==> config.mk <==
export PLATFORM = sky130hd
export DESIGN_NAME = resistive_touch_sequencer_top
export DESIGN_NICKNAME = d
export VERILOG_FILES = /design/src/rtl/rts_pkg.sv /design/src/rtl/rts_scaler.sv /design/src/rtl/resistive_touch_sequencer_top.sv
export SDC_FILE = /design/constraint.sdc
export NUM_CORES = 1
export LEC_CHECK = 0
export BUFFER_PORTS_ARGS = -buffer_cell sky130_fd_sc_hd__buf_2
export CAP_MARGIN = 5
export CORE_UTILIZATION = 52
export DETAILED_ROUTE_END_ITERATION = 10
export PLACE_DENSITY = 0.75
export SLEW_MARGIN = 15
export SYNTH_ARGS = -nofsm -noshare
export SYNTH_HDL_FRONTEND = slang
export SYNTH_SLANG_ARGS = --single-unit
==> constraint.sdc <==
create_clock -name clk_i -period 5.25 [get_ports clk_i]
set_input_delay 1.05 -clock clk_i [delete_from_list [all_inputs] [get_ports clk_i]]
set_output_delay 1.05 -clock clk_i [all_outputs]
set_load 0.05 [all_outputs]
==> src/rtl/rts_pkg.sv <==
// ---------------------------------------------------------------------------
// rts_pkg: shared types and constants for the resistive touch sequencer
// Item formats, register indexes, event codes and the scaler handshake.
// ---------------------------------------------------------------------------
package rts_pkg;

  localparam int SAMPLE_BITS = 10;
  localparam int COORD_BITS  = 11;
  localparam int PROD_BITS   = SAMPLE_BITS + COORD_BITS;
  localparam int CFG_IDX_W   = 3;
  localparam int CFG_DATA_W  = 11;
  localparam int PRESS_W     = 10;
  localparam int KIND_W      = 2;

  localparam logic [PRESS_W-1:0] REPORT_PRESSURE = PRESS_W'(500);

  // Event codes
  localparam logic [KIND_W-1:0] EV_TOUCH  = 2'd0;
  localparam logic [KIND_W-1:0] EV_LIFT   = 2'd1;
  localparam logic [KIND_W-1:0] EV_REPORT = 2'd2;

  // Register indexes
  localparam logic [CFG_IDX_W-1:0] REG_RAW_MIN_X     = 3'd0;
  localparam logic [CFG_IDX_W-1:0] REG_RAW_MAX_X     = 3'd1;
  localparam logic [CFG_IDX_W-1:0] REG_RAW_MIN_Y     = 3'd2;
  localparam logic [CFG_IDX_W-1:0] REG_RAW_MAX_Y     = 3'd3;
  localparam logic [CFG_IDX_W-1:0] REG_SCREEN_WIDTH  = 3'd4;
  localparam logic [CFG_IDX_W-1:0] REG_SCREEN_HEIGHT = 3'd5;
  localparam logic [CFG_IDX_W-1:0] REG_MIRROR_X      = 3'd6;

  typedef struct packed {
    logic                   pen_is_down;
    logic [SAMPLE_BITS-1:0] adc_sample;
  } in_item_t;

  typedef struct packed {
    logic [KIND_W-1:0]     event_kind;
    logic [COORD_BITS-1:0] screen_x;
    logic [COORD_BITS-1:0] screen_y;
    logic [PRESS_W-1:0]    pressure;
  } out_item_t;

  // Scaler request and response
  typedef struct packed {
    logic                   start;
    logic [SAMPLE_BITS-1:0] value;
    logic [SAMPLE_BITS-1:0] lo;
    logic [SAMPLE_BITS-1:0] hi;
    logic [COORD_BITS-1:0]  res;
  } scale_req_t;

  typedef struct packed {
    logic                  done;
    logic [COORD_BITS-1:0] result;
  } scale_rsp_t;

endpackage

==> src/rtl/rts_scaler.sv <==
// ---------------------------------------------------------------------------
// rts_scaler: serial axis scaler
// (value - lo) * res / (hi - lo), truncated, clamped to 0..res. A shift-add
// multiplier takes one bit of res per cycle, then a restoring divider
// retires one quotient bit per cycle in the same shift register.
// ---------------------------------------------------------------------------
module rts_scaler (
  input  logic                clk_i,
  input  logic                rst_ni,
  input  rts_pkg::scale_req_t req_i,
  output rts_pkg::scale_rsp_t rsp_o
);

  localparam int SB    = rts_pkg::SAMPLE_BITS;
  localparam int CB    = rts_pkg::COORD_BITS;
  localparam int PB    = rts_pkg::PROD_BITS;
  localparam int CNT_W = $clog2(PB);

  typedef enum logic [1:0] {SC_IDLE, SC_MUL, SC_DIV, SC_FIN} sc_state_e;

  sc_state_e         state_q, state_d;
  logic [CNT_W-1:0]  cnt_q, cnt_d;
  logic [PB-1:0]     acc_q, acc_d;
  logic [CB-1:0]     res_sh_q, res_sh_d;
  logic [CB-1:0]     res_q, res_d;
  logic [SB-1:0]     nmag_q, nmag_d;
  logic [SB-1:0]     dmag_q, dmag_d;
  logic [SB-1:0]     rem_q, rem_d;
  logic              neg_q, neg_d;
  logic              dzero_q, dzero_d;
  logic              done_q, done_d;
  logic [CB-1:0]     result_q, result_d;

  logic [SB:0]       n_diff, d_diff;
  logic [SB-1:0]     n_abs, d_abs;
  logic [SB:0]       rem_sh, rem_sub;
  logic              rem_ge;

  // Signed differences at start
  assign n_diff = {1'b0, req_i.value} - {1'b0, req_i.lo};
  assign d_diff = {1'b0, req_i.hi} - {1'b0, req_i.lo};
  assign n_abs  = n_diff[SB] ? SB'(~n_diff + 1'b1) : n_diff[SB-1:0];
  assign d_abs  = d_diff[SB] ? SB'(~d_diff + 1'b1) : d_diff[SB-1:0];

  // Restoring divider step
  assign rem_sh  = {rem_q, acc_q[PB-1]};
  assign rem_ge  = rem_sh >= {1'b0, dmag_q};
  assign rem_sub = rem_sh - {1'b0, dmag_q};

  // Sequencer
  always_comb begin
    state_d  = state_q;
    cnt_d    = cnt_q;
    acc_d    = acc_q;
    res_sh_d = res_sh_q;
    res_d    = res_q;
    nmag_d   = nmag_q;
    dmag_d   = dmag_q;
    rem_d    = rem_q;
    neg_d    = neg_q;
    dzero_d  = dzero_q;
    done_d   = 1'b0;
    result_d = result_q;
    unique case (state_q)
      SC_IDLE: begin
        if (req_i.start) begin
          nmag_d   = n_abs;
          dmag_d   = d_abs;
          neg_d    = n_diff[SB] ^ d_diff[SB];
          dzero_d  = (d_diff == '0);
          res_d    = req_i.res;
          res_sh_d = req_i.res;
          acc_d    = '0;
          cnt_d    = '0;
          state_d  = SC_MUL;
        end
      end
      SC_MUL: begin
        acc_d    = {acc_q[PB-2:0], 1'b0} + (res_sh_q[CB-1] ? PB'(nmag_q) : '0);
        res_sh_d = {res_sh_q[CB-2:0], 1'b0};
        if (cnt_q == CNT_W'(CB - 1)) begin
          cnt_d   = '0;
          rem_d   = '0;
          state_d = SC_DIV;
        end else begin
          cnt_d = cnt_q + 1'b1;
        end
      end
      SC_DIV: begin
        rem_d = rem_ge ? rem_sub[SB-1:0] : rem_sh[SB-1:0];
        acc_d = {acc_q[PB-2:0], rem_ge};
        if (cnt_q == CNT_W'(PB - 1)) begin
          state_d = SC_FIN;
        end else begin
          cnt_d = cnt_q + 1'b1;
        end
      end
      SC_FIN: begin
        if (dzero_q || neg_q) begin
          result_d = '0;
        end else if (acc_q > PB'(res_q)) begin
          result_d = res_q;
        end else begin
          result_d = acc_q[CB-1:0];
        end
        done_d  = 1'b1;
        state_d = SC_IDLE;
      end
      default: state_d = SC_IDLE;
    endcase
  end

  // State, datapath and response registers
  always_ff @(posedge clk_i or negedge rst_ni) begin
    if (!rst_ni) begin
      state_q  <= SC_IDLE;
      cnt_q    <= '0;
      done_q   <= 1'b0;
      acc_q    <= '0;
      res_sh_q <= '0;
      res_q    <= '0;
      nmag_q   <= '0;
      dmag_q   <= '0;
      rem_q    <= '0;
      neg_q    <= 1'b0;
      dzero_q  <= 1'b0;
      result_q <= '0;
    end else begin
      state_q  <= state_d;
      cnt_q    <= cnt_d;
      done_q   <= done_d;
      acc_q    <= acc_d;
      res_sh_q <= res_sh_d;
      res_q    <= res_d;
      nmag_q   <= nmag_d;
      dmag_q   <= dmag_d;
      rem_q    <= rem_d;
      neg_q    <= neg_d;
      dzero_q  <= dzero_d;
      result_q <= result_d;
    end
  end

  assign rsp_o.done   = done_q;
  assign rsp_o.result = result_q;

endmodule

==> src/rtl/resistive_touch_sequencer_top.sv <==
// ---------------------------------------------------------------------------
// resistive_touch_sequencer_top: resistive touchscreen poll sequencer
// Runs the pen-check / X / Y phase sequence over poll items and reports
// touch, lift and scaled position events.
// ---------------------------------------------------------------------------
// Usage:
//   Input channel (in_valid_i / in_stall_o / in_item_i): one item per poll
//   tick with the pen-down line and the ADC sample of the current phase.
//   Output channel (out_valid_o / out_stall_i / out_item_o): at most one
//   event item per input item, held in an output register.
//   Config channel (cfg_valid_i / cfg_ready_o): always ready; write only
//   while the block is idle. Unknown indexes are ignored.
// Timing:
//   Touch and lift events are registered and appear in the cycle after the
//   input item is taken. Items that give no event or a touch/lift event do
//   not stall the input, unless the output register is held. A position
//   report runs both axes, X then Y, through one serial scaler, each with a
//   start step, a multiply phase, a divide phase and a final clamp step;
//   input is stalled meanwhile.
// Reset: phase 0, not touching, cache cleared, registers at their defaults.
// Output stall: the result waits in the output register; a new input item
// is taken only when that register is free or being emptied.
// ---------------------------------------------------------------------------
module resistive_touch_sequencer_top (
  input  logic                                 clk_i,
  input  logic                                 rst_ni,
  input  logic                                 in_valid_i,
  output logic                                 in_stall_o,
  input  rts_pkg::in_item_t                    in_item_i,
  output logic                                 out_valid_o,
  input  logic                                 out_stall_i,
  output rts_pkg::out_item_t                   out_item_o,
  input  logic                                 cfg_valid_i,
  output logic                                 cfg_ready_o,
  input  logic [rts_pkg::CFG_IDX_W-1:0]        cfg_index_i,
  input  logic [rts_pkg::CFG_DATA_W-1:0]       cfg_data_i
);

  localparam int SB = rts_pkg::SAMPLE_BITS;
  localparam int CB = rts_pkg::COORD_BITS;

  typedef enum logic [1:0] {ST_IDLE, ST_RUN_X, ST_RUN_Y, ST_EMIT} st_state_e;
  typedef enum logic [1:0] {PH_PEN, PH_X, PH_Y, PH_UNUSED} phase_e;

  // Configuration registers
  logic [SB-1:0] raw_min_x_q, raw_max_x_q, raw_min_y_q, raw_max_y_q;
  logic [CB-1:0] screen_width_q, screen_height_q;
  logic          mirror_x_q;

  // Sequencer state
  st_state_e     state_q, state_d;
  phase_e        phase_q, phase_d;
  logic          touching_q, touching_d;
  logic [SB-1:0] latched_x_q, latched_x_d;
  logic [SB-1:0] cached_x_q, cached_x_d;
  logic [SB-1:0] cached_y_q, cached_y_d;
  logic [SB-1:0] job_y_q, job_y_d;
  logic [CB-1:0] res_x_q, res_x_d;
  logic          out_valid_q, out_valid_d;
  rts_pkg::out_item_t out_item_q, out_item_d;

  rts_pkg::scale_req_t scale_req;
  rts_pkg::scale_rsp_t scale_rsp;

  logic in_accept, out_free;
  logic [CB-1:0] x_final;

  assign out_free    = !out_valid_q || !out_stall_i;
  assign in_stall_o  = (state_q != ST_IDLE) || !out_free;
  assign in_accept   = in_valid_i && !in_stall_o;
  assign cfg_ready_o = 1'b1;

  // Configuration writes
  always_ff @(posedge clk_i or negedge rst_ni) begin
    if (!rst_ni) begin
      raw_min_x_q     <= SB'(48);
      raw_max_x_q     <= SB'(960);
      raw_min_y_q     <= SB'(110);
      raw_max_y_q     <= SB'(935);
      screen_width_q  <= CB'(1024);
      screen_height_q <= CB'(600);
      mirror_x_q      <= 1'b1;
    end else if (cfg_valid_i && cfg_ready_o) begin
      unique case (cfg_index_i)
        rts_pkg::REG_RAW_MIN_X:     raw_min_x_q     <= cfg_data_i[SB-1:0];
        rts_pkg::REG_RAW_MAX_X:     raw_max_x_q     <= cfg_data_i[SB-1:0];
        rts_pkg::REG_RAW_MIN_Y:     raw_min_y_q     <= cfg_data_i[SB-1:0];
        rts_pkg::REG_RAW_MAX_Y:     raw_max_y_q     <= cfg_data_i[SB-1:0];
        rts_pkg::REG_SCREEN_WIDTH:  screen_width_q  <= cfg_data_i[CB-1:0];
        rts_pkg::REG_SCREEN_HEIGHT: screen_height_q <= cfg_data_i[CB-1:0];
        rts_pkg::REG_MIRROR_X:      mirror_x_q      <= cfg_data_i[0];
        default: ;
      endcase
    end
  end

  // Scaler request: X from the idle state, Y when X finishes
  always_comb begin
    scale_req.start = 1'b0;
    if (state_q == ST_IDLE) begin
      scale_req.value = cached_x_q;
      scale_req.lo    = raw_min_x_q;
      scale_req.hi    = raw_max_x_q;
      scale_req.res   = screen_width_q;
      scale_req.start = in_accept && (phase_q == PH_Y) &&
                        (cached_x_q != '0) && (cached_y_q != '0);
    end else begin
      scale_req.value = job_y_q;
      scale_req.lo    = raw_min_y_q;
      scale_req.hi    = raw_max_y_q;
      scale_req.res   = screen_height_q;
      scale_req.start = (state_q == ST_RUN_X) && scale_rsp.done;
    end
  end

  rts_scaler u_scaler (
    .clk_i  (clk_i),
    .rst_ni (rst_ni),
    .req_i  (scale_req),
    .rsp_o  (scale_rsp)
  );

  assign x_final = mirror_x_q ? (screen_width_q - res_x_q) : res_x_q;

  // Phase sequence and output register
  always_comb begin
    state_d     = state_q;
    phase_d     = phase_q;
    touching_d  = touching_q;
    latched_x_d = latched_x_q;
    cached_x_d  = cached_x_q;
    cached_y_d  = cached_y_q;
    job_y_d     = job_y_q;
    res_x_d     = res_x_q;
    out_item_d  = out_item_q;
    out_valid_d = out_valid_q && out_stall_i;
    unique case (state_q)
      ST_IDLE: begin
        if (in_accept) begin
          unique case (phase_q)
            PH_PEN: begin
              if (in_item_i.pen_is_down) begin
                if (!touching_q) begin
                  touching_d  = 1'b1;
                  out_valid_d = 1'b1;
                  out_item_d  = '{event_kind: rts_pkg::EV_TOUCH, screen_x: '0,
                                  screen_y: '0, pressure: '0};
                end
                phase_d = PH_X;
              end else if (touching_q) begin
                touching_d  = 1'b0;
                cached_x_d  = '0;
                cached_y_d  = '0;
                out_valid_d = 1'b1;
                out_item_d  = '{event_kind: rts_pkg::EV_LIFT, screen_x: '0,
                                screen_y: '0, pressure: '0};
              end
            end
            PH_X: begin
              latched_x_d = in_item_i.adc_sample;
              phase_d     = PH_Y;
            end
            PH_Y: begin
              if (scale_req.start) begin
                job_y_d = cached_y_q;
                state_d = ST_RUN_X;
              end
              cached_x_d = latched_x_q;
              cached_y_d = in_item_i.adc_sample;
              phase_d    = PH_PEN;
            end
            default: phase_d = PH_PEN;
          endcase
        end
      end
      ST_RUN_X: begin
        if (scale_rsp.done) begin
          res_x_d = scale_rsp.result;
          state_d = ST_RUN_Y;
        end
      end
      ST_RUN_Y: begin
        if (scale_rsp.done) begin
          out_item_d = '{event_kind: rts_pkg::EV_REPORT, screen_x: x_final,
                         screen_y: scale_rsp.result,
                         pressure: rts_pkg::REPORT_PRESSURE};
          state_d    = ST_EMIT;
        end
      end
      ST_EMIT: begin
        if (out_free) begin
          out_valid_d = 1'b1;
          state_d     = ST_IDLE;
        end
      end
      default: state_d = ST_IDLE;
    endcase
  end

  // State, job and output registers
  always_ff @(posedge clk_i or negedge rst_ni) begin
    if (!rst_ni) begin
      state_q     <= ST_IDLE;
      phase_q     <= PH_PEN;
      touching_q  <= 1'b0;
      latched_x_q <= '0;
      cached_x_q  <= '0;
      cached_y_q  <= '0;
      job_y_q     <= '0;
      res_x_q     <= '0;
      out_valid_q <= 1'b0;
      out_item_q  <= '0;
    end else begin
      state_q     <= state_d;
      phase_q     <= phase_d;
      touching_q  <= touching_d;
      latched_x_q <= latched_x_d;
      cached_x_q  <= cached_x_d;
      cached_y_q  <= cached_y_d;
      job_y_q     <= job_y_d;
      res_x_q     <= res_x_d;
      out_valid_q <= out_valid_d;
      out_item_q  <= out_item_d;
    end
  end

  assign out_valid_o = out_valid_q;
  assign out_item_o  = out_item_q;

endmodule

==> impl_metrics.tcl, run 1 <==
set metrics [dict create \
    post-place-cells 1700 \
    yosys-top-cells-count "214 x dfrtp_1, 152 x nand2_1, 107 x mux2_2, 84 x o21ai_0, 70 x ha_1" \
    critPathKind "register to register" \
    crit_chain "inv_1 -> ha_4 -> buf_4 -> mux2_2 -> ha_1 -> a21o_1 -> a41o_1 -> o31ai_4 -> o21ai_2 -> a31o_1 -> nor2_1 -> xnor2_1 -> o21ai_1" \
    ant_nets 0 \
    cp_slowest_stage_delay_ps 520 \
    h-tree-depth 1 \
    syn_area_per_cell_um2 10.17 \
    cp.depth 13 \
    wl_per_cell_um 17.84 \
    drt_iter0_markers 735 \
    synth_top_cell_area_share_pct 38.83 \
    ioPinCount 67 \
    antenna_found_initial 0 \
    yosys_warnings 0 \
    drc 0 \
    reg2reg_depth 13 \
    place.port_buffers 61 \
    final_cell_area_um2 15250 \
    grt_pass1_vias 9935 \
    synth-seq-cells 238 \
    clock_latency_ps 530 \
    fmax_mhz 242.4 \
    crit_path_top_delay_cell "ha_4" \
    diodes 0 \
    hold_viol_final 0 \
    initial_utilization_pct 52.92 \
    dpl.hpwl_um 22080 \
    maxSlewViolCount 0 \
    finalPower_mw 11.16 \
    cts_tree "built" \
    drt_wl_total_um 31170 \
    synth_cells 1356 \
    via_count 10330 \
    cts_hold_buf 0 \
    dieArea_um2 27180 \
    grt_pass1_wl_um 50650 \
    clk_pin_slew_ps 60 \
    irDropWorstVdd_mv 0.4977 \
    drt-vias-per-instance 5.911 \
    cp_max_fo 41 \
    synthFlopType "dfrtp_1" \
    worst-path-buf-inv 2 \
    cts_resized 0 \
    cp.arrival_ps 4490 \
    ys_seq_area_share_pct 43.40 \
    rsz0062_at_grt "no" \
    yosysMostFrequentCell "dfrtp_1" \
    cts_setup_buffers 0 \
    fin_skew_ps 9.904 \
    dr.pass1.iters 6 \
    r2r_slack_ps 1120 \
    tightest_slew_ps 1102 \
    fin_crit_sh_pct 78.58 \
    final-setup-viol-count 0 \
    fin_hold_ws_ps 472.1 \
    cts_buffers 26 \
    yosys.area.top_type "dfrtp_1" \
    routabilityCongestion 0.8799 \
    drive_above_1_share_pct 20.04 \
    max-slew-margin-rel_pct 26.25 \
    fp-row-count 59 \
    leakage_nw 6.822 \
    min_path_cells 2 \
    crit_family "compound AO/OA/AOI/OAI gates" \
    cap_viol_max_count 0 \
    fin_nets 1498 \
    netlist_area_um2 13790 \
    clock-sinks 238 \
    grt_use_total_pct 23.39 \
    die_x_um 164.9 \
    die_h_um 164.9 \
    worstPathRequired_ps 5610 \
    clock_path_buffers 3 \
    grt_max_degree 133 \
    core_um2 26060 \
    layout_min_cycle_time_ps 4126 \
    synth_edf_count 0 \
    cp-start-kind "register" \
    outcome "complete, no violations" \
    fin_setup_tns_ps 0 \
    cts_root_buffer "clkbuf_16" \
    syn_to_final_growth_pct 10.58 \
    async_reset_ff_share_pct 100.0 \
    worstHoldPathType "register to register" \
    synthTopCellsByArea "dfrtp_1 39%, mux2_2 8.7%, ha_1 6.4%, dfstp_2 4.6%, nand2_1 4.1%" \
    p_per_area_nw_per_um2 731.8 \
    end_kind "register" \
    synth.distinct_cells 89 \
    placed_cell_area_um2 14340 \
    gr-total-overflow 0 \
    fin_cells 1747 \
]
[cells in the final DEF (no fill, tap or decap), drive strengths merged, types with 6 or more instances in the layout]
| cell | synthesis | layout |
|---|---|---|
| dfrtp | 214 | 214 |
| nand2 | 153 | 153 |
| o21ai | 129 | 129 |
| mux2 | 113 | 113 |
| buf | 28 | 77 |
| ha | 70 | 70 |
| inv | 66 | 66 |
| nor2 | 54 | 54 |
| a21oi | 46 | 46 |
| mux2i | 39 | 39 |
| xnor2 | 38 | 38 |
| nand3 | 35 | 35 |
| clkbuf | 43 | 35 |
| o2111ai | 26 | 26 |
| dfstp | 24 | 24 |
| xor2 | 24 | 24 |
| nor3 | 22 | 22 |
| a22o | 21 | 21 |
| nor2b | 17 | 17 |
| a32oi | 14 | 14 |
| a21o | 13 | 13 |
| o21a | 12 | 12 |
| a22oi | 11 | 11 |
| and2 | 9 | 9 |
| nand4 | 9 | 9 |
| o211ai | 9 | 9 |
| nor4 | 9 | 9 |
| o31ai | 9 | 9 |
| nand2b | 8 | 8 |
| or3 | 8 | 8 |
| o311ai | 8 | 8 |
| a31oi | 6 | 6 |
| clkinv | 0 | 6 |
[sequential cells by signal, indices dropped and copies added, names as in the netlist, 11 cells and up]
| signal | flops |
|---|---|
| out_item_o | 24 |
| screen_width_q | 11 |
| u_scaler.res_q | 11 |
| screen_height_q | 11 |
| res_x_q | 11 |
| u_scaler.acc_q | 21 |
| u_scaler.res_sh_q | 11 |
| u_scaler.result_q | 11 |
[power breakdown]
| part | total (mW) | internal (mW) | switching [mW] | leakage [nW] |
|---|---|---|---|---|
| sequential | 2.95 | 2.43 | 0.518 | 3.07 |
| combinational | 6.28 | 2.48 | 3.80 | 3.31 |
| clock | 1.93 | 1.18 | 0.752 | 0.441 |
| total | 11.2 | 6.09 | 5.06 | 6.82 |
[metrics by stage]
step	setup WS, ps	util (%)
2_1_floorplan	1064	-
3_3_place_gp	1315	55.02
3_5_place_dp	1209	55.02
4_1_cts	1150	58.51
5_1_grt	859.6	58.52
6_report	1124	58.52
[final cells by class]
type	count	area, um2
clock buffers	35	735.7
well taps	335	419.2
flip-flops and latches	238	5986
fillers	2171	10810
repair buffers	77	435.4
inverters	66	247.7
multi-input cells	984	7253
clock inverters	12	172.7
[layer usage]
layer / vias up / global-route usage (%) / share of wire, %
met3: 52 / 2.587 / 4.2
met1: 5036 / 32.45 / 46
met5: - / 0 / 0
met4: 0 / 6.214 / 2.5
li1: 4958 / - / -
met2: 281 / 38.87 / 47
[cell families after synthesis]
group | count (synthesis) | synth area share (%)
compound gates | 336 | 16.52
xor+xnor | 62 | 4.101
fa+ha+maj | 76 | 7.158
buf+inv | 137 | 4.246
flops | 238 | 43.40
mux | 152 | 12.18
other cells | 2 | 0.05446
simple gates | 353 | 12.34
[tightest hold or removal path: stages (launching register included)]
cell	delay, ps
dfrtp_1	340
nand2_1	40
o21ai_0	60
[final timing paths]
kind                                                 start                              to
worst max-delay path                state_q[0]$_DFFE_PN0P_  u_scaler.dmag_q[6]$_DFFE_PN0P_
max in group asynchronous                           rst_ni          job_y_q[7]$_DFFE_PN0P_
worst max register to register      state_q[0]$_DFFE_PN0P_  u_scaler.dmag_q[6]$_DFFE_PN0P_
worst min register to register  out_item_o[12]$_DFFE_PN0P_      out_item_o[12]$_DFFE_PN0P_
min in group asynchronous                           rst_ni      out_item_o[31]$_DFFE_PN0P_
worst min-delay path            out_item_o[12]$_DFFE_PN0P_      out_item_o[12]$_DFFE_PN0P_
No activity file was read; power rests on OpenSTA's default activity.
==> run 2: changes to the inputs <==
- PLACE_DENSITY: 0.75 -> 0.78
- clock period: 5.25 -> 3.32 ns (I/O delays scaled with it)
==> run 2 against run 1 <==
Worst hold slack worse by 370 ps. Setup slack got worse by 1100 ps. Clock-buffer cell count is 8 higher. Sequential share of layout area down 1.0 points. Global-route usage grew 0.94 points. Non-clock buffer count up 32. Final area increased by 2.7%. Fmax is 27% higher. Power grew 66%. Combinational power grew 74%. Highest routed layer unchanged.
==> impl_metrics.tcl, run 2 (synthesis gave the netlist of run 1 again) <==
set metrics [dict create \
    outcome "complete, no violations" \
    drc 0 \
    initial_utilization_pct 52.92 \
    h-tree-depth 1 \
    grt_use_total_pct 24.34 \
    final-setup-viol-count 0 \
    dpl.hpwl_um 23140 \
    final_cell_area_um2 15660 \
    switching_share_pct 45.32 \
    largest_reg_flops 24 \
    drive_above_1_share_pct 23.32 \
    fin_skew_ps 8.481 \
    fin_hold_ws_ps 100.4 \
    final_cell_mix "214 x dfrtp_1, 151 x nand2_1, 105 x mux2_2" \
    grt_pass1_wl_um 52730 \
    cp-start-kind "register" \
    post-place-cells 1725 \
    p_comb_share_pct 58.7 \
    fin_nets 1530 \
    layout_commonest_cell "dfrtp_1" \
    critPathKind "register to register" \
    maxSlewViolCount 0 \
    rsz0062_at_grt "yes" \
    grt_max_degree 72 \
    fin_crit_sh_pct 97.92 \
    leakage_nw 7.006 \
    drt-vias-per-instance 5.946 \
    hold_viol_final 0 \
    cts_hold_buf 0 \
    cap_viol_max_count 0 \
    dieArea_um2 27180 \
    gr-total-overflow 0 \
    via_count 10580 \
    internal_power_mw 10.13 \
    fp-row-count 59 \
    place.port_buffers 61 \
    pre_cts_slack_ps -33.36 \
    syn_to_final_growth_pct 13.52 \
    clock_latency_ps 530 \
    placed_cell_area_um2 14570 \
    cts_buffers 26 \
    ioPinCount 67 \
    setup_slack_ps 69.13 \
    cts_tree "built" \
    drt_iter0_markers 976 \
    drt_wl_total_um 32800 \
    end_kind "register" \
    fin_cells 1780 \
    clock-sinks 238 \
    cp_max_fo 6 \
    irDropWorstVdd_mv 0.7969 \
    fin_setup_tns_ps 0 \
    ant_nets 0 \
    die_h_um 164.9 \
    utilization_pct 60.08 \
    antenna_found_initial 0 \
    cts_root_buffer "clkbuf_16" \
    routabilityCongestion 0.8604 \
    grt_pass1_vias 10220 \
    worstPathRequired_ps 3740 \
    finalPower_mw 18.53 \
    diodes 0 \
    layout_min_cycle_time_ps 3251 \
    clk_pin_slew_ps 60 \
    cp.arrival_ps 3670 \
    switchingPower_mw 8.396 \
    max-slew-margin-rel_pct 45.69 \
    wl_per_cell_um 18.43 \
    worstHoldPathType "primary input to asynchronous set/reset pin" \
    clock_path_buffers 3 \
    power_frac_seq_pct 25.2 \
    p_per_area_nw_per_um2 1183 \
    tightest_slew_ps 814.7 \
    die_x_um 164.9 \
    fmax_mhz 307.6 \
    dr.pass1.iters 5 \
    p_clk_share_pct 16.0 \
    core_um2 26060 \
]
[run 2: power groups by stage]
stage | combinational [mW] | sequential [mW] | clock [mW]
6_report | 10.9 | 4.68 | 2.97
5_1_grt | 11.9 | 4.79 | 3.12
4_1_cts | 10.3 | 4.66 | 2.99
3_5_place_dp | 10.1 | 4.70 | 0
3_3_place_gp | 9.80 | 4.65 | 0
2_1_floorplan | 7.82 | 4.69 | 0
[run 2: worst max-delay path, cell delays in order, from the launching register on]
cell	delay, ps
dfrtp_1	400
inv_2	100
ha_4	210
buf_6	150
buf_4	140
mux2_2	330
ha_1	410
nor2b_1	100
a211oi_2	250
nand3_2	170
nor4_4	370
a21oi_2	100
xnor2_1	130
mux2_2	260
[run 2: metal layers]
| layer | vias to the layer above | part of all wire [%] | global-route usage [%] |
|---|---|---|---|
| met3 | 61 | 4.4 | 3.566 |
| met2 | 260 | 49 | 40.36 |
| met5 | - | 0 | 0 |
| li1 | 5015 | - | - |
| met1 | 5248 | 44 | 32.97 |
| met4 | 0 | 2.6 | 7.089 |
[run 2: area by class of cell]
type | instances | area, um2
clock inverter | 5 | 77.57
multi-input combinational | 984 | 7411
tap | 335 | 419.2
fill | 2121 | 10400
timing repair buffer | 109 | 708.2
inverter | 66 | 247.7
clock buffer | 43 | 805.8
sequential | 238 | 5986
[run 2: timing repair]
item | in CTS | in global routing
buffers inserted | 2 | 5
endpoints found under the setup margin | 10 | 17
endpoints found under the hold margin | 0 | 0
resized for setup | 2 | 27
pin swaps | 2 | 11
[run 2: path summary, 6_finish.rpt]
check | startpoint | endpoint | slack (ps) | cells after the start
setup reg to reg | state_q[1]$_DFFE_PN0P_ | u_scaler.nmag_q[7]$_DFFE_PN0P_ | 70 | 13
hold / removal | rst_ni | out_item_o[15]$_DFFE_PN0P_ | 100 | 1
hold reg to reg | out_item_o[14]$_DFFE_PN0P_ | out_item_o[14]$_DFFE_PN0P_ | 470 | 2
setup / recovery | state_q[1]$_DFFE_PN0P_ | u_scaler.nmag_q[7]$_DFFE_PN0P_ | 70 | 13
min in group clk_i | in_item_i[8] | cached_y_q[8]$_DFFE_PN0P_ | 370 | 2
max in group asynchronous | rst_ni | raw_min_y_q[2]$_DFFE_PN1P_ | 2450 | 2
==> run 3: changes to the inputs <==
- BUFFER_PORTS_ARGS: -buffer_cell sky130_fd_sc_hd__buf_2 -> not set
- DONT_BUFFER_PORTS: not set -> 1
- PLACE_DENSITY: 0.78 -> 0.76
==> run 3 against run 2 <==
The run now ends with negative hold slack, negative setup slack left. Final area is 1.8% lower. Largest cell class unchanged. First-iteration DRC count shrank 23%. Core utilization decreased by 1.1 points.
==> impl_metrics.tcl, run 3 (synthesis gave the netlist of run 1 again) <==
set metrics [dict create \
    syn_to_final_growth_pct 11.52 \
    wl_met3_um 1169 \
    fmax_mhz 296.4 \
    fin_crit_sh_pct 101.6 \
    fin_nets 1482 \
    grt_pass1_wl_um 50660 \
    dr_wl_met2_um 15190 \
    leakage_nw 6.755 \
    dr.pass1.iters 5 \
    drt_wl_total_um 31830 \
    clock_latency_ps 530 \
    dpl.hpwl_um 22080 \
    h-tree-depth 1 \
    end_kind "register" \
    cp-start-kind "register" \
    fillers 2110 \
    cts_buffers 25 \
    fin_skew_ps 15.51 \
    utilization_pct 59.02 \
    drt_iter0_markers 748 \
    fin_setup_tns_ps -107.7 \
    cts_tree "built" \
    critPathKind "register to register" \
    diodes 0 \
    crit_path_top_delay_cell "dfrtp_1" \
    die_h_um 164.9 \
    drc 0 \
    die_x_um 164.9 \
    worstHoldPathType "primary input to asynchronous set/reset pin" \
    reg2reg_depth 15 \
    max-slew-margin-rel_pct 34.84 \
    clock-sinks 238 \
    cp_max_fo 7 \
    cp-startpoint "state_q[1]$_DFFE_PN0P_" \
    clk_pin_slew_ps 60 \
    initial_utilization_pct 52.92 \
    cts_root_buffer "clkbuf_16" \
    rr_endpoint "u_scaler.dmag_q[8]$_DFFE_PN0P_" \
    core_um2 26060 \
    p_per_area_nw_per_um2 1204 \
    fin_hold_ws_ps -167.6 \
    setup_slack_ps -54.11 \
    hold_viol_final 214 \
    fp-row-count 59 \
    r2r_slack_ps -50 \
    drive_above_1_share_pct 21.08 \
    place.port_buffers 0 \
    cp_slowest_stage_delay_ps 400 \
    drt-vias-per-instance 5.918 \
    grt_pass1_vias 10010 \
    r2r-start "state_q[1]$_DFFE_PN0P_" \
    crit_end "u_scaler.dmag_q[8]$_DFFE_PN0P_" \
    dieArea_um2 27180 \
    crit_chain "inv_2 -> ha_4 -> buf_6 -> buf_4 -> mux2i_2 -> buf_6 -> ha_1 -> nor2b_2 -> o31a_1 -> o211ai_1 -> nand3_2 -> nor4_4 -> a31oi_2 -> xnor2_1 -> o21ai_1" \
    gr-total-overflow 0 \
    largest_reg_flops 24 \
    crit_top_cell "buf_6" \
    routabilityCongestion 0.8752 \
    via_count 10240 \
    m1WireLength_um 14660 \
    grt_use_total_pct 23.24 \
    worstPathRequired_ps 3710 \
    layout_min_cycle_time_ps 3374 \
    ioPinCount 67 \
    outcome "finished, violations left" \
    top_layer "met4" \
    irDropWorstVdd_mv 0.8233 \
    cp.arrival_ps 3760 \
    wl_per_cell_um 18.40 \
    final_cell_mix "213 x dfrtp_1, 151 x nand2_1, 107 x mux2_2" \
    ant_nets 0 \
    grt_max_degree 239 \
    violations "negative hold slack, negative setup slack" \
    clock_path_buffers 3 \
    tightest_slew_ps 977.4 \
    layout_commonest_cell "dfrtp_1" \
    final-setup-viol-count 2 \
    antenna_found_initial 1 \
    cap_viol_max_count 0 \
    rsz0062_at_grt "yes" \
    maxSlewViolCount 0 \
]
-- run 3: cell types whose count changed in the layout (fill, tap and decap cells not counted), moves of 2 or more --
cell / change
buf_2: -60
buf_4: +13
clkbuf_1: -7
clkbuf_8: -4
clkinv_2: +5
clkinv_4: +3
clkinvlp_4: +2
ha_1: +2
mux2_2: +2
mux2_4: -2
-- run 3: worst min-delay path by stage --
stage / from / depth (start not counted) / to
3_3_place_gp: rst_ni / 0 / out_item_o[7]$_DFFE_PN0P_
4_1_cts: rst_ni / 0 / out_item_o[18]$_DFFE_PN0P_
5_1_grt: rst_ni / 0 / out_item_o[18]$_DFFE_PN0P_
6_report: rst_ni / 0 / out_item_o[7]$_DFFE_PN0P_
2_1_floorplan: rst_ni / 0 / cached_x_q[0]$_DFFE_PN0P_
3_5_place_dp: rst_ni / 0 / out_item_o[18]$_DFFE_PN0P_
-- run 3: worst max-delay path, delay by kind of cell, from the launching register on --
| family | cells | cell delay (ps) |
|---|---|---|
| simple gates | 3 | 700 |
| compound gates | 4 | 760 |
| buf+inv | 4 | 510 |
| fa+ha+maj | 2 | 440 |
| flops | 1 | 400 |
| xor+xnor | 1 | 220 |
| mux | 1 | 210 |
-- run 3: power breakdown --
group          switching [mW]  internal, mW
registers                1.23          3.84
clock network            1.18          1.61
logic                    6.00          4.65
total                    8.41          10.1
-- run 3: stage by stage --
stage | worst slack [ps] | hold WS, ps | std cells | power, mW | cell area [um2]
2_1_floorplan | -295.3 | 368.4 | 1359 | 12.51 | 13850
3_3_place_gp | 27.07 | 374.2 | 1662 | 14.36 | 14230
3_5_place_dp | -77.66 | 371.8 | 1662 | 14.66 | 14230
4_1_cts | 8.845 | -185.5 | 1712 | 17.71 | 15110
5_1_grt | -238.7 | -179.9 | 1730 | 19.78 | 15380
6_report | -54.11 | -167.6 | 1730 | 18.52 | 15380
-- run 3: per-layer routing --
metal,track usage (%),vias to the layer above
met5,0,-
met4,6.172,0
met3,2.536,43
met2,37.97,235
met1,32.76,5036
li1,-,4925
-- run 3: layout make-up --
cell class | count | area (um2) | share of cell area [%]
flip-flops and latches | 238 | 5989 | 38.94
inverters | 66 | 247.7 | 1.611
clock buffers | 30 | 674.4 | 4.385
clock inverters | 15 | 143.9 | 0.9356
well taps | 335 | 419.2 | 2.725
repair buffers | 61 | 495.5 | 3.222
multi-input cells | 985 | 7410 | 48.18
-- run 3: repair_timing --
item                       CTS  global route
hold endpoints to repair   214           214
setup endpoints to repair    4            18
gates cloned                 0             2
buffers inserted             5            15
pin swaps                    2            17
resized for setup            5            23
